[config.mk]
export PLATFORM = sky130hd
export DESIGN_NAME = stagger_order_generator_unit
export DESIGN_NICKNAME = d
export VERILOG_FILES = /design/src/hdl/sog_pkg.sv /design/src/hdl/stagger_order_generator_unit.sv /design/src/hdl/sog_datapath.sv /design/src/hdl/sog_ctrl.sv
export SDC_FILE = /design/constraint.sdc
export NUM_CORES = 2
export LEC_CHECK = 0
export ABC_AREA = 0
export BUFFER_PORTS_ARGS = -buffer_cell sky130_fd_sc_hd__buf_2
export CAP_MARGIN = 10
export CORE_AREA = 10 10 365 367
export CTS_BUF_LIST = sky130_fd_sc_hd__clkbuf_4 sky130_fd_sc_hd__clkbuf_8
export DETAILED_ROUTE_END_ITERATION = 10
export DIE_AREA = 0 0 375 377
export GPL_TIMING_DRIVEN = 0
export PLACE_DENSITY_LB_ADDON = 0.05
export SKIP_CTS_REPAIR_TIMING = 1
export SLEW_MARGIN = 30
export SYNTH_ARGS = -nofsm -noshare
export SYNTH_HDL_FRONTEND = slang
export SYNTH_HIERARCHICAL = 1
export SYNTH_SLANG_ARGS = --single-unit
export TNS_END_PERCENT = 20
[constraint.sdc]
create_clock -name aclk -period 11 [get_ports aclk]
set_input_delay 0.55 -clock aclk [delete_from_list [all_inputs] [get_ports aclk]]
set_output_delay 0.55 -clock aclk [all_outputs]
set_load 0.01 [all_outputs]
[src/hdl/sog_pkg.sv]
// sog_pkg: shared widths, mode codes, generator constants and the
// controller-to-datapath command and status types of the stagger order generator.
// No dependencies.
`timescale 1ns / 1ps
`default_nettype none

package sog_pkg;

    // field widths
    localparam int CNT_W  = 7;
    localparam int MODE_W = 3;
    localparam int SEED_W = 32;
    localparam int POS_W  = 6;

    // order modes
    localparam logic [MODE_W-1:0] MODE_FIRST  = 3'd0;
    localparam logic [MODE_W-1:0] MODE_LAST   = 3'd1;
    localparam logic [MODE_W-1:0] MODE_CENTER = 3'd2;
    localparam logic [MODE_W-1:0] MODE_EDGES  = 3'd3;
    localparam logic [MODE_W-1:0] MODE_RANDOM = 3'd4;

    // mulberry32 constants
    localparam logic [SEED_W-1:0] RNG_INC    = 32'h6d2b79f5;
    localparam logic [SEED_W-1:0] RNG_OR_ONE = 32'd1;
    localparam logic [SEED_W-1:0] RNG_OR_MIX = 32'd61;
    localparam int                RNG_SH_A   = 15;
    localparam int                RNG_SH_B   = 7;
    localparam int                RNG_SH_C   = 14;

    // datapath commands
    typedef enum logic [3:0] {
        OP_NONE,
        OP_LOAD,
        OP_FILL,
        OP_RNG_ADD,
        OP_RNG_MUL1,
        OP_RNG_MUL2,
        OP_RNG_MIX,
        OP_RNG_IDX,
        OP_SWAP_RD,
        OP_SWAP_WI,
        OP_SWAP_WJ,
        OP_INV_RD,
        OP_INV_WR,
        OP_OUT_RD,
        OP_OUT_LD
    } sog_op_t;

    // datapath status
    typedef struct packed {
        logic n_zero;
        logic n_one;
        logic random;
        logic at_last;
        logic ctr_one;
        logic out_free;
    } sog_status_t;

endpackage

`default_nettype wire

[src/hdl/stagger_order_generator_unit.sv]
// stagger_order_generator_unit: top level, joins sog_ctrl and sog_datapath.
// Depends on sog_pkg, sog_ctrl, sog_datapath.
//
//  channel  direction  ports                                         beat
//  s_       in         s_unit_count s_order_mode s_seed              one request
//  m_       out        m_unit_position m_step_number m_last_flag     one unit result
//
// a request is accepted and decoded; random mode then runs n fill writes and n - 1
// shuffle steps (4 generator stages, index multiply, swap read, two swap writes on
// the single store write port) and a read and a write per entry for inversion; every
// mode then gives a read and a load per result; n is the count after saturation, and
// a zero count ends after decode.
// reset is synchronous on aresetn low; store contents are left as they are.
// a stalled m_ready holds the sequencer at the next result; s_ready is low
// from an accepted request until its last beat is loaded into the output register.
`timescale 1ns / 1ps
`default_nettype none

module stagger_order_generator_unit
    import sog_pkg::*;
#(
    parameter int MAX_UNITS = 64
) (
    input  wire logic              aclk,
    input  wire logic              aresetn,
    input  wire logic              s_valid,
    output logic                   s_ready,
    input  wire logic [CNT_W-1:0]  s_unit_count,
    input  wire logic [MODE_W-1:0] s_order_mode,
    input  wire logic [SEED_W-1:0] s_seed,
    output logic                   m_valid,
    input  wire logic              m_ready,
    output logic [POS_W-1:0]       m_unit_position,
    output logic [POS_W-1:0]       m_step_number,
    output logic                   m_last_flag
);

    sog_op_t     op;
    sog_status_t status;

    // sequencer
    sog_ctrl u_ctrl (
        .aclk    (aclk),
        .aresetn (aresetn),
        .s_valid (s_valid),
        .s_ready (s_ready),
        .status  (status),
        .op      (op)
    );

    // stores, generator and result register
    sog_datapath #(
        .MAX_UNITS (MAX_UNITS)
    ) u_datapath (
        .aclk            (aclk),
        .aresetn         (aresetn),
        .op              (op),
        .status          (status),
        .s_unit_count    (s_unit_count),
        .s_order_mode    (s_order_mode),
        .s_seed          (s_seed),
        .m_valid         (m_valid),
        .m_ready         (m_ready),
        .m_unit_position (m_unit_position),
        .m_step_number   (m_step_number),
        .m_last_flag     (m_last_flag)
    );

endmodule

`default_nettype wire

[src/hdl/sog_datapath.sv]
// sog_datapath: request registers, mulberry32 generator, shuffle and inverse
// stores, position counter and the result register.
// Depends on sog_pkg; driven by sog_ctrl.
`timescale 1ns / 1ps
`default_nettype none

module sog_datapath
    import sog_pkg::*;
#(
    parameter int MAX_UNITS = 64
) (
    input  wire logic              aclk,
    input  wire logic              aresetn,
    input  wire sog_op_t           op,
    output sog_status_t            status,
    input  wire logic [CNT_W-1:0]  s_unit_count,
    input  wire logic [MODE_W-1:0] s_order_mode,
    input  wire logic [SEED_W-1:0] s_seed,
    output logic                   m_valid,
    input  wire logic              m_ready,
    output logic [POS_W-1:0]       m_unit_position,
    output logic [POS_W-1:0]       m_step_number,
    output logic                   m_last_flag
);

    localparam int IDX_W = $clog2(MAX_UNITS);
    localparam int PRD_W = SEED_W + CNT_W;

    // control registers
    logic [CNT_W-1:0]  ctr_reg, ctr_next;
    logic [SEED_W-1:0] rng_reg, rng_next;
    logic              m_valid_reg, m_valid_next;

    // payload registers
    logic [CNT_W-1:0]  n_reg;
    logic [MODE_W-1:0] mode_reg;
    logic [SEED_W-1:0] mix_reg, mix2_reg, draw_reg;
    logic [IDX_W-1:0]  j_reg;
    logic [IDX_W-1:0]  rd_a_reg, rd_b_reg, inv_rd_reg;
    logic [POS_W-1:0]  pos_reg, step_reg;
    logic              last_reg;

    // stores
    logic [IDX_W-1:0]  sh_mem  [MAX_UNITS];
    logic [IDX_W-1:0]  inv_mem [MAX_UNITS];

    logic [CNT_W-1:0]  n_sat;
    logic [CNT_W-1:0]  last_idx;
    logic [IDX_W-1:0]  ctr_idx;
    logic              at_last;
    logic              out_free;

    logic [SEED_W-1:0] m1_a, m1_b, m2_a, m2_b, mix_e, draw_val;
    logic [63:0]       m1_full, m2_full;
    logic [PRD_W-1:0]  idx_prod;
    logic [CNT_W-1:0]  idx_hi, j_sel;

    logic [CNT_W-1:0]  step_rev, step_edge;
    logic [CNT_W:0]    dbl, lastx, cdiff;
    logic [CNT_W-1:0]  step_sel;

    logic              sh_we;
    logic [IDX_W-1:0]  sh_waddr, sh_wdata;

    // request decode and counters
    assign n_sat    = (s_unit_count > CNT_W'(MAX_UNITS)) ? CNT_W'(MAX_UNITS) : s_unit_count;
    assign last_idx = n_reg - CNT_W'(1);
    assign ctr_idx  = ctr_reg[IDX_W-1:0];
    assign at_last  = (ctr_reg == last_idx);
    assign out_free = !m_valid_reg || m_ready;

    assign status.n_zero   = (n_reg == '0);
    assign status.n_one    = (n_reg == CNT_W'(1));
    assign status.random   = (mode_reg == MODE_RANDOM);
    assign status.at_last  = at_last;
    assign status.ctr_one  = (ctr_reg == CNT_W'(1));
    assign status.out_free = out_free;

    // generator mixing, one multiplier per step
    assign m1_a     = rng_reg ^ (rng_reg >> RNG_SH_A);
    assign m1_b     = rng_reg | RNG_OR_ONE;
    assign m1_full  = 64'(m1_a) * 64'(m1_b);
    assign m2_a     = mix_reg ^ (mix_reg >> RNG_SH_B);
    assign m2_b     = mix_reg | RNG_OR_MIX;
    assign m2_full  = 64'(m2_a) * 64'(m2_b);
    assign mix_e    = mix_reg ^ (mix_reg + mix2_reg);
    assign draw_val = mix_e ^ (mix_e >> RNG_SH_C);

    // scaled draw picks the swap partner
    assign idx_prod = PRD_W'(draw_reg) * PRD_W'(CNT_W'(ctr_reg + CNT_W'(1)));
    assign idx_hi   = idx_prod[SEED_W +: CNT_W];
    assign j_sel    = (idx_hi > ctr_reg) ? ctr_reg : idx_hi;

    // step number per mode
    assign step_rev  = last_idx - ctr_reg;
    assign dbl       = {ctr_reg, 1'b0};
    assign lastx     = {1'b0, last_idx};
    assign cdiff     = (dbl >= lastx) ? (dbl - lastx) : (lastx - dbl);
    assign step_edge = (ctr_reg < step_rev) ? ctr_reg : step_rev;

    always_comb begin
        case (mode_reg)
            MODE_LAST:   step_sel = step_rev;
            MODE_CENTER: step_sel = cdiff[CNT_W:1];
            MODE_EDGES:  step_sel = step_edge;
            MODE_RANDOM: step_sel = CNT_W'(inv_rd_reg);
            default:     step_sel = ctr_reg;
        endcase
    end

    // next values of control registers
    always_comb begin
        ctr_next     = ctr_reg;
        rng_next     = rng_reg;
        m_valid_next = m_valid_reg;
        if (m_valid_reg && m_ready) begin
            m_valid_next = 1'b0;
        end
        case (op)
            OP_LOAD: begin
                ctr_next = '0;
                if (s_order_mode == MODE_RANDOM && n_sat != '0) begin
                    rng_next = s_seed;
                end
            end
            OP_FILL:    ctr_next = at_last ? last_idx : ctr_reg + CNT_W'(1);
            OP_RNG_ADD: rng_next = rng_reg + RNG_INC;
            OP_SWAP_WJ: ctr_next = ctr_reg - CNT_W'(1);
            OP_INV_WR:  ctr_next = at_last ? '0 : ctr_reg + CNT_W'(1);
            OP_OUT_LD: begin
                if (out_free) begin
                    ctr_next     = ctr_reg + CNT_W'(1);
                    m_valid_next = 1'b1;
                end
            end
            default: ;
        endcase
    end

    always_ff @(posedge aclk) begin
        if (!aresetn) begin
            ctr_reg     <= '0;
            rng_reg     <= '0;
            m_valid_reg <= 1'b0;
        end else begin
            ctr_reg     <= ctr_next;
            rng_reg     <= rng_next;
            m_valid_reg <= m_valid_next;
        end
    end

    // payload registers
    always_ff @(posedge aclk) begin
        case (op)
            OP_LOAD: begin
                n_reg    <= n_sat;
                mode_reg <= s_order_mode;
            end
            OP_RNG_MUL1: mix_reg  <= m1_full[SEED_W-1:0];
            OP_RNG_MUL2: mix2_reg <= m2_full[SEED_W-1:0];
            OP_RNG_MIX:  draw_reg <= draw_val;
            OP_RNG_IDX:  j_reg    <= j_sel[IDX_W-1:0];
            OP_OUT_LD: begin
                if (out_free) begin
                    pos_reg  <= ctr_reg[POS_W-1:0];
                    step_reg <= step_sel[POS_W-1:0];
                    last_reg <= at_last;
                end
            end
            default: ;
        endcase
    end

    // shuffle store write port
    always_comb begin
        sh_we    = 1'b0;
        sh_waddr = ctr_idx;
        sh_wdata = ctr_idx;
        case (op)
            OP_FILL: sh_we = 1'b1;
            OP_SWAP_WI: begin
                sh_we    = 1'b1;
                sh_wdata = rd_b_reg;
            end
            OP_SWAP_WJ: begin
                sh_we    = 1'b1;
                sh_waddr = j_reg;
                sh_wdata = rd_a_reg;
            end
            default: ;
        endcase
    end

    // shuffle store: one write, two registered reads
    always_ff @(posedge aclk) begin
        if (sh_we) begin
            sh_mem[sh_waddr] <= sh_wdata;
        end
        if (op == OP_SWAP_RD || op == OP_INV_RD) begin
            rd_a_reg <= sh_mem[ctr_idx];
        end
        if (op == OP_SWAP_RD) begin
            rd_b_reg <= sh_mem[j_reg];
        end
    end

    // inverse store
    always_ff @(posedge aclk) begin
        if (op == OP_INV_WR) begin
            inv_mem[rd_a_reg] <= ctr_idx;
        end
        if (op == OP_OUT_RD) begin
            inv_rd_reg <= inv_mem[ctr_idx];
        end
    end

    assign m_valid         = m_valid_reg;
    assign m_unit_position = pos_reg;
    assign m_step_number   = step_reg;
    assign m_last_flag     = last_reg;

`ifndef SYNTHESIS
    // fill never runs past the request count
    a_fill_range: assert property (@(posedge aclk) disable iff (!aresetn)
        (op == OP_FILL) |-> (ctr_reg < n_reg))
        else $error("fill beyond unit count");

    // swap partner never above the current shuffle position
    a_swap_partner: assert property (@(posedge aclk) disable iff (!aresetn)
        (op == OP_RNG_IDX) |=> (CNT_W'(j_reg) <= ctr_reg))
        else $error("swap partner out of range");

    // a waiting beat is never overwritten by a new load
    a_no_overwrite: assert property (@(posedge aclk) disable iff (!aresetn)
        (op == OP_OUT_LD && m_valid_reg && !m_ready) |=>
            ($stable(pos_reg) && $stable(step_reg) && $stable(last_reg)))
        else $error("result overwritten while stalled");
`endif

endmodule

`default_nettype wire

[src/hdl/sog_ctrl.sv]
// sog_ctrl: state machine sequencing load, fill, shuffle, invert and output
// phases of the stagger order generator.
// Depends on sog_pkg; commands sog_datapath.
`timescale 1ns / 1ps
`default_nettype none

module sog_ctrl
    import sog_pkg::*;
(
    input  wire logic        aclk,
    input  wire logic        aresetn,
    input  wire logic        s_valid,
    output logic             s_ready,
    input  wire sog_status_t status,
    output sog_op_t          op
);

    typedef enum logic [3:0] {
        ST_IDLE,
        ST_START,
        ST_FILL,
        ST_RNG_ADD,
        ST_RNG_MUL1,
        ST_RNG_MUL2,
        ST_RNG_MIX,
        ST_RNG_IDX,
        ST_SWAP_RD,
        ST_SWAP_WI,
        ST_SWAP_WJ,
        ST_INV_RD,
        ST_INV_WR,
        ST_OUT_RD,
        ST_OUT_LD
    } state_t;

    state_t state_reg, state_next;
    logic   s_ready_reg, s_ready_next;

    // next state
    always_comb begin
        state_next = state_reg;
        case (state_reg)
            ST_IDLE:     if (s_valid) state_next = ST_START;
            ST_START: begin
                if (status.n_zero) begin
                    state_next = ST_IDLE;
                end else if (status.random) begin
                    state_next = ST_FILL;
                end else begin
                    state_next = ST_OUT_RD;
                end
            end
            ST_FILL: begin
                if (status.at_last) begin
                    state_next = status.n_one ? ST_INV_RD : ST_RNG_ADD;
                end
            end
            ST_RNG_ADD:  state_next = ST_RNG_MUL1;
            ST_RNG_MUL1: state_next = ST_RNG_MUL2;
            ST_RNG_MUL2: state_next = ST_RNG_MIX;
            ST_RNG_MIX:  state_next = ST_RNG_IDX;
            ST_RNG_IDX:  state_next = ST_SWAP_RD;
            ST_SWAP_RD:  state_next = ST_SWAP_WI;
            ST_SWAP_WI:  state_next = ST_SWAP_WJ;
            ST_SWAP_WJ:  state_next = status.ctr_one ? ST_INV_RD : ST_RNG_ADD;
            ST_INV_RD:   state_next = ST_INV_WR;
            ST_INV_WR:   state_next = status.at_last ? ST_OUT_RD : ST_INV_RD;
            ST_OUT_RD:   state_next = ST_OUT_LD;
            ST_OUT_LD: begin
                if (status.out_free) begin
                    state_next = status.at_last ? ST_IDLE : ST_OUT_RD;
                end
            end
            default:     state_next = ST_IDLE;
        endcase
    end

    assign s_ready_next = (state_next == ST_IDLE);

    // command decode
    always_comb begin
        case (state_reg)
            ST_IDLE:     op = s_valid ? OP_LOAD : OP_NONE;
            ST_FILL:     op = OP_FILL;
            ST_RNG_ADD:  op = OP_RNG_ADD;
            ST_RNG_MUL1: op = OP_RNG_MUL1;
            ST_RNG_MUL2: op = OP_RNG_MUL2;
            ST_RNG_MIX:  op = OP_RNG_MIX;
            ST_RNG_IDX:  op = OP_RNG_IDX;
            ST_SWAP_RD:  op = OP_SWAP_RD;
            ST_SWAP_WI:  op = OP_SWAP_WI;
            ST_SWAP_WJ:  op = OP_SWAP_WJ;
            ST_INV_RD:   op = OP_INV_RD;
            ST_INV_WR:   op = OP_INV_WR;
            ST_OUT_RD:   op = OP_OUT_RD;
            ST_OUT_LD:   op = OP_OUT_LD;
            default:     op = OP_NONE;
        endcase
    end

    // state and registered ready
    always_ff @(posedge aclk) begin
        if (!aresetn) begin
            state_reg   <= ST_IDLE;
            s_ready_reg <= 1'b1;
        end else begin
            state_reg   <= state_next;
            s_ready_reg <= s_ready_next;
        end
    end

    assign s_ready = s_ready_reg;

`ifndef SYNTHESIS
    // one request at a time: ready drops right after an accepted beat
    a_ready_drop: assert property (@(posedge aclk) disable iff (!aresetn)
        (s_valid && s_ready_reg) |=> !s_ready_reg)
        else $error("ready held after accept");
`endif

endmodule

`default_nettype wire

==> results by group <==
Die
  • Starting Density: around two thirds
  • Row count: 130
  • IO Pins: 61
  • Chip height: approximately 380 um
  • Die width: between 300 and 400 um
  • Die area: roughly 0.14 mm^2
  • CORE AREA: between 0.1 and 0.15 mm^2

Synthesis
  • Compound-Gate Fraction of Synth Area: around 4.2%
  • Most common cell in the netlist: inv_1
  • Syn_nets: between 8000 and 9000
  • Cell count after synthesis: approximately 6800
  • Asr flop ratio synth: 0%
  • Unique masters post-synth: 90
  • Synth warn: 6
  • XOR/XNOR share of the synthesized area: 3.14%
  • Synthesized area: between 0.08 and 0.09 mm^2
  • Post-synthesis adder-cell area fraction: roughly 30%
  • Seq/Total Area, Yosys: around a third
  • Largest family of logic cells by synthesized area: adder cells
  • Post-synth top area cell: edfxtp_1
  • Commonest cells in the netlist: inv_1 (1307), fa_1 (968), edfxtp_1 (911)
  • Post-synthesis simple-gate area fraction: between 9 and 10%
  • Syn Area/Cell: approximately 12 um^2
  • Ys flop type: edfxtp_1
  • Yosys reg bits: approximately 960
  • Mux share of post-synthesis cell area: 10.7%
  • Synth top area share: 33.6%
  • Number of enable flip-flop cells after synthesis: ~910
  • Synth top area cells: edfxtp_1 (34%), fa_1 (24%), mux4_2 (10%), ha_1 (6.5%), inv_1 (6.0%)

Critical path
  • CP dominant cell by count: fa_1
  • Critical path's slowest cell: clkbuf_1
  • Setup crit start kind: register
  • Max incr delay on CP: around 0.68 ns
  • Setup slack, reg-to-reg: roughly 0.3 ns
  • Critical Path RT: ~12 ns
  • CP endpoint kind: register
  • Worst reg-to-reg path cell count: 30
  • Setup CP Type: register to register
  • Arrival time worst endpoint: 11.33 ns
  • Critical-path maximum fanout: 10

Route
  • DR DRC count: 0
  • WL final: 244 mm
  • Final ANT Viol Nets: 0
  • Vias per inst: between 6 and 7
  • Initial drt markers: roughly 7000
  • Via count: roughly 55000
  • Router iterations before antenna repair: 7
  • Routed wire per std cell: roughly 28 um

Clocking
  • CTS tree: built
  • H-tree levels: 4
  • Clk sink count: 956
  • Clock Latency Late Sink: 0.93 ns
  • Clk buf depth: 3
  • CTS Buf Count: 158
  • Root Driver: clkbuf_8
  • Worst-path clk slew: roughly 0.060 ns

Hold path
  • Hold Path Class: input port to register
  • Hold depth: 3

STA
  • # setup viols final: 0
  • Fin crit share: 97.3%
  • Worst Skew: 0.0757 ns
  • Fin. Hold Viols: 0
  • Final min period: approximately 11 ns
  • Fmax: between 0.09 and 0.1 GHz
  • Unrepaired setup endpoints after global routing: true
  • Relative slew slack: 24.8%
  • Pins over their slew limit: 0
  • Slew @ Worst Pin: 1.13 ns

Place
  • Post-DP HPWL: around 190 mm
  • GP Congestion: between 1 and 1.5
  • # port buffers: 60

Layout
  • Layout cells sized above 1: between 10% and 20%
  • FF/Latch Area: between 0.02 and 0.03 mm^2
  • Multi-input gate area: 0.0471 mm^2
  • Syn-to-layout area delta: 8.40%
  • Final #Nets: ~8500
  • Utilization after layout: 70.3%
  • Fill count: approximately 9000
  • Top Registers: u_datapath/inv_mem (384), u_datapath/sh_mem (384)

Global routing
  • GRT Overall Usage: 35.1%
  • Grt ovf: 0
  • First-pass GRT wire length: between 300 and 400 mm
  • Initial antenna violation count: 9
  • Vias in the first global route: about 57000
  • Largest net degree at the start of global routing: 66

Flow run
  • Max_cap viols: 0

Run status
  • Outcome: finished clean
-- through the flow --
step / instances / worst slack [ns] / instance area [um^2] / hold WS [ns] / setup TNS [ns]
CTS: 8804 / 0.464 / 87900 / -0.161 / 0
global placement: 8489 / -1.06 / 83700 / 0.593 / -6.11
global route: 8830 / -0.152 / 88100 / -0.00122 / -0.714
finish: 8833 / 0.301 / 88200 / 0.0374 / 0
floorplan: 6779 / 2.35 / 81300 / 0.543 / 0
detailed placement: 8522 / 0.442 / 84500 / 0.561 / 0
-- layout by cell type, fill, tap and decap left out, drive strengths merged, types with 71 or more instances in the layout --
master / count
fa: 968
xor2: 76
and2: 174
a21o: 71
nand2b: 217
buf: 172
a21oi: 137
nor2: 473
ha: 425
edfxtp: 911
clkinv: 71
clkbuf: 419
o21ai: 87
xnor2: 213
nand2: 526
inv: 1324
mux4: 378
-- path summary, 6_finish.rpt --
check | start | end
worst min register to register | u_datapath/ctr_reg[3] | u_datapath/m_unit_position[3]
worst max register to register | u_datapath/mix_reg[6] | u_datapath/mix2_reg[28]
worst min-delay path | s_seed[4] | u_datapath/rng_reg[4]
worst max-delay path | u_datapath/mix_reg[6] | u_datapath/mix2_reg[28]
-- final cells by class --
type | instances | area share [%]
buffer | 303 | 1.40
multi-input combinational | 4195 | 53.4
sequential | 956 | 32.1
clock inverter | 88 | 1.04
timing repair buffer | 118 | 1.29
inverter | 1325 | 5.64
tap | 1650 | 2.34
antenna | 4 | 0.0114
clock buffer | 194 | 2.79
-- metal layers --
metal / global-route usage (%) / up-vias / part of all wire [%]
met1: 45.3 / 27700 / 36
li1: - / 22900 / -
met4: 16.4 / 8 / 5.7
met2: 54.0 / 3517 / 45
met3: 11.5 / 819 / 13
met5: 0 / - / 0.022
-- cell families after synthesis --
| group | count (synthesis) |
|---|---|
| muxes | 395 |
| DFF | 956 |
| AOI/OAI and AO/OA | 512 |
| adders and majority gates | 1393 |
| xor gates and xnor gates | 290 |
| buffers and inverters | 1628 |
| and+or+nand+nor | 1605 |
-- critical path: cells and delay by family, from the launching register on --
kind,cells,cell delay (ns)
fa+ha+maj,10,4.84
simple gates,3,0.42
flops,1,0.58
compound gates,6,1.89
buf+inv,11,2.71
Power is not shown: default switching activity piles up to over one toggle a cycle in this logic, so the estimate is an artifact.
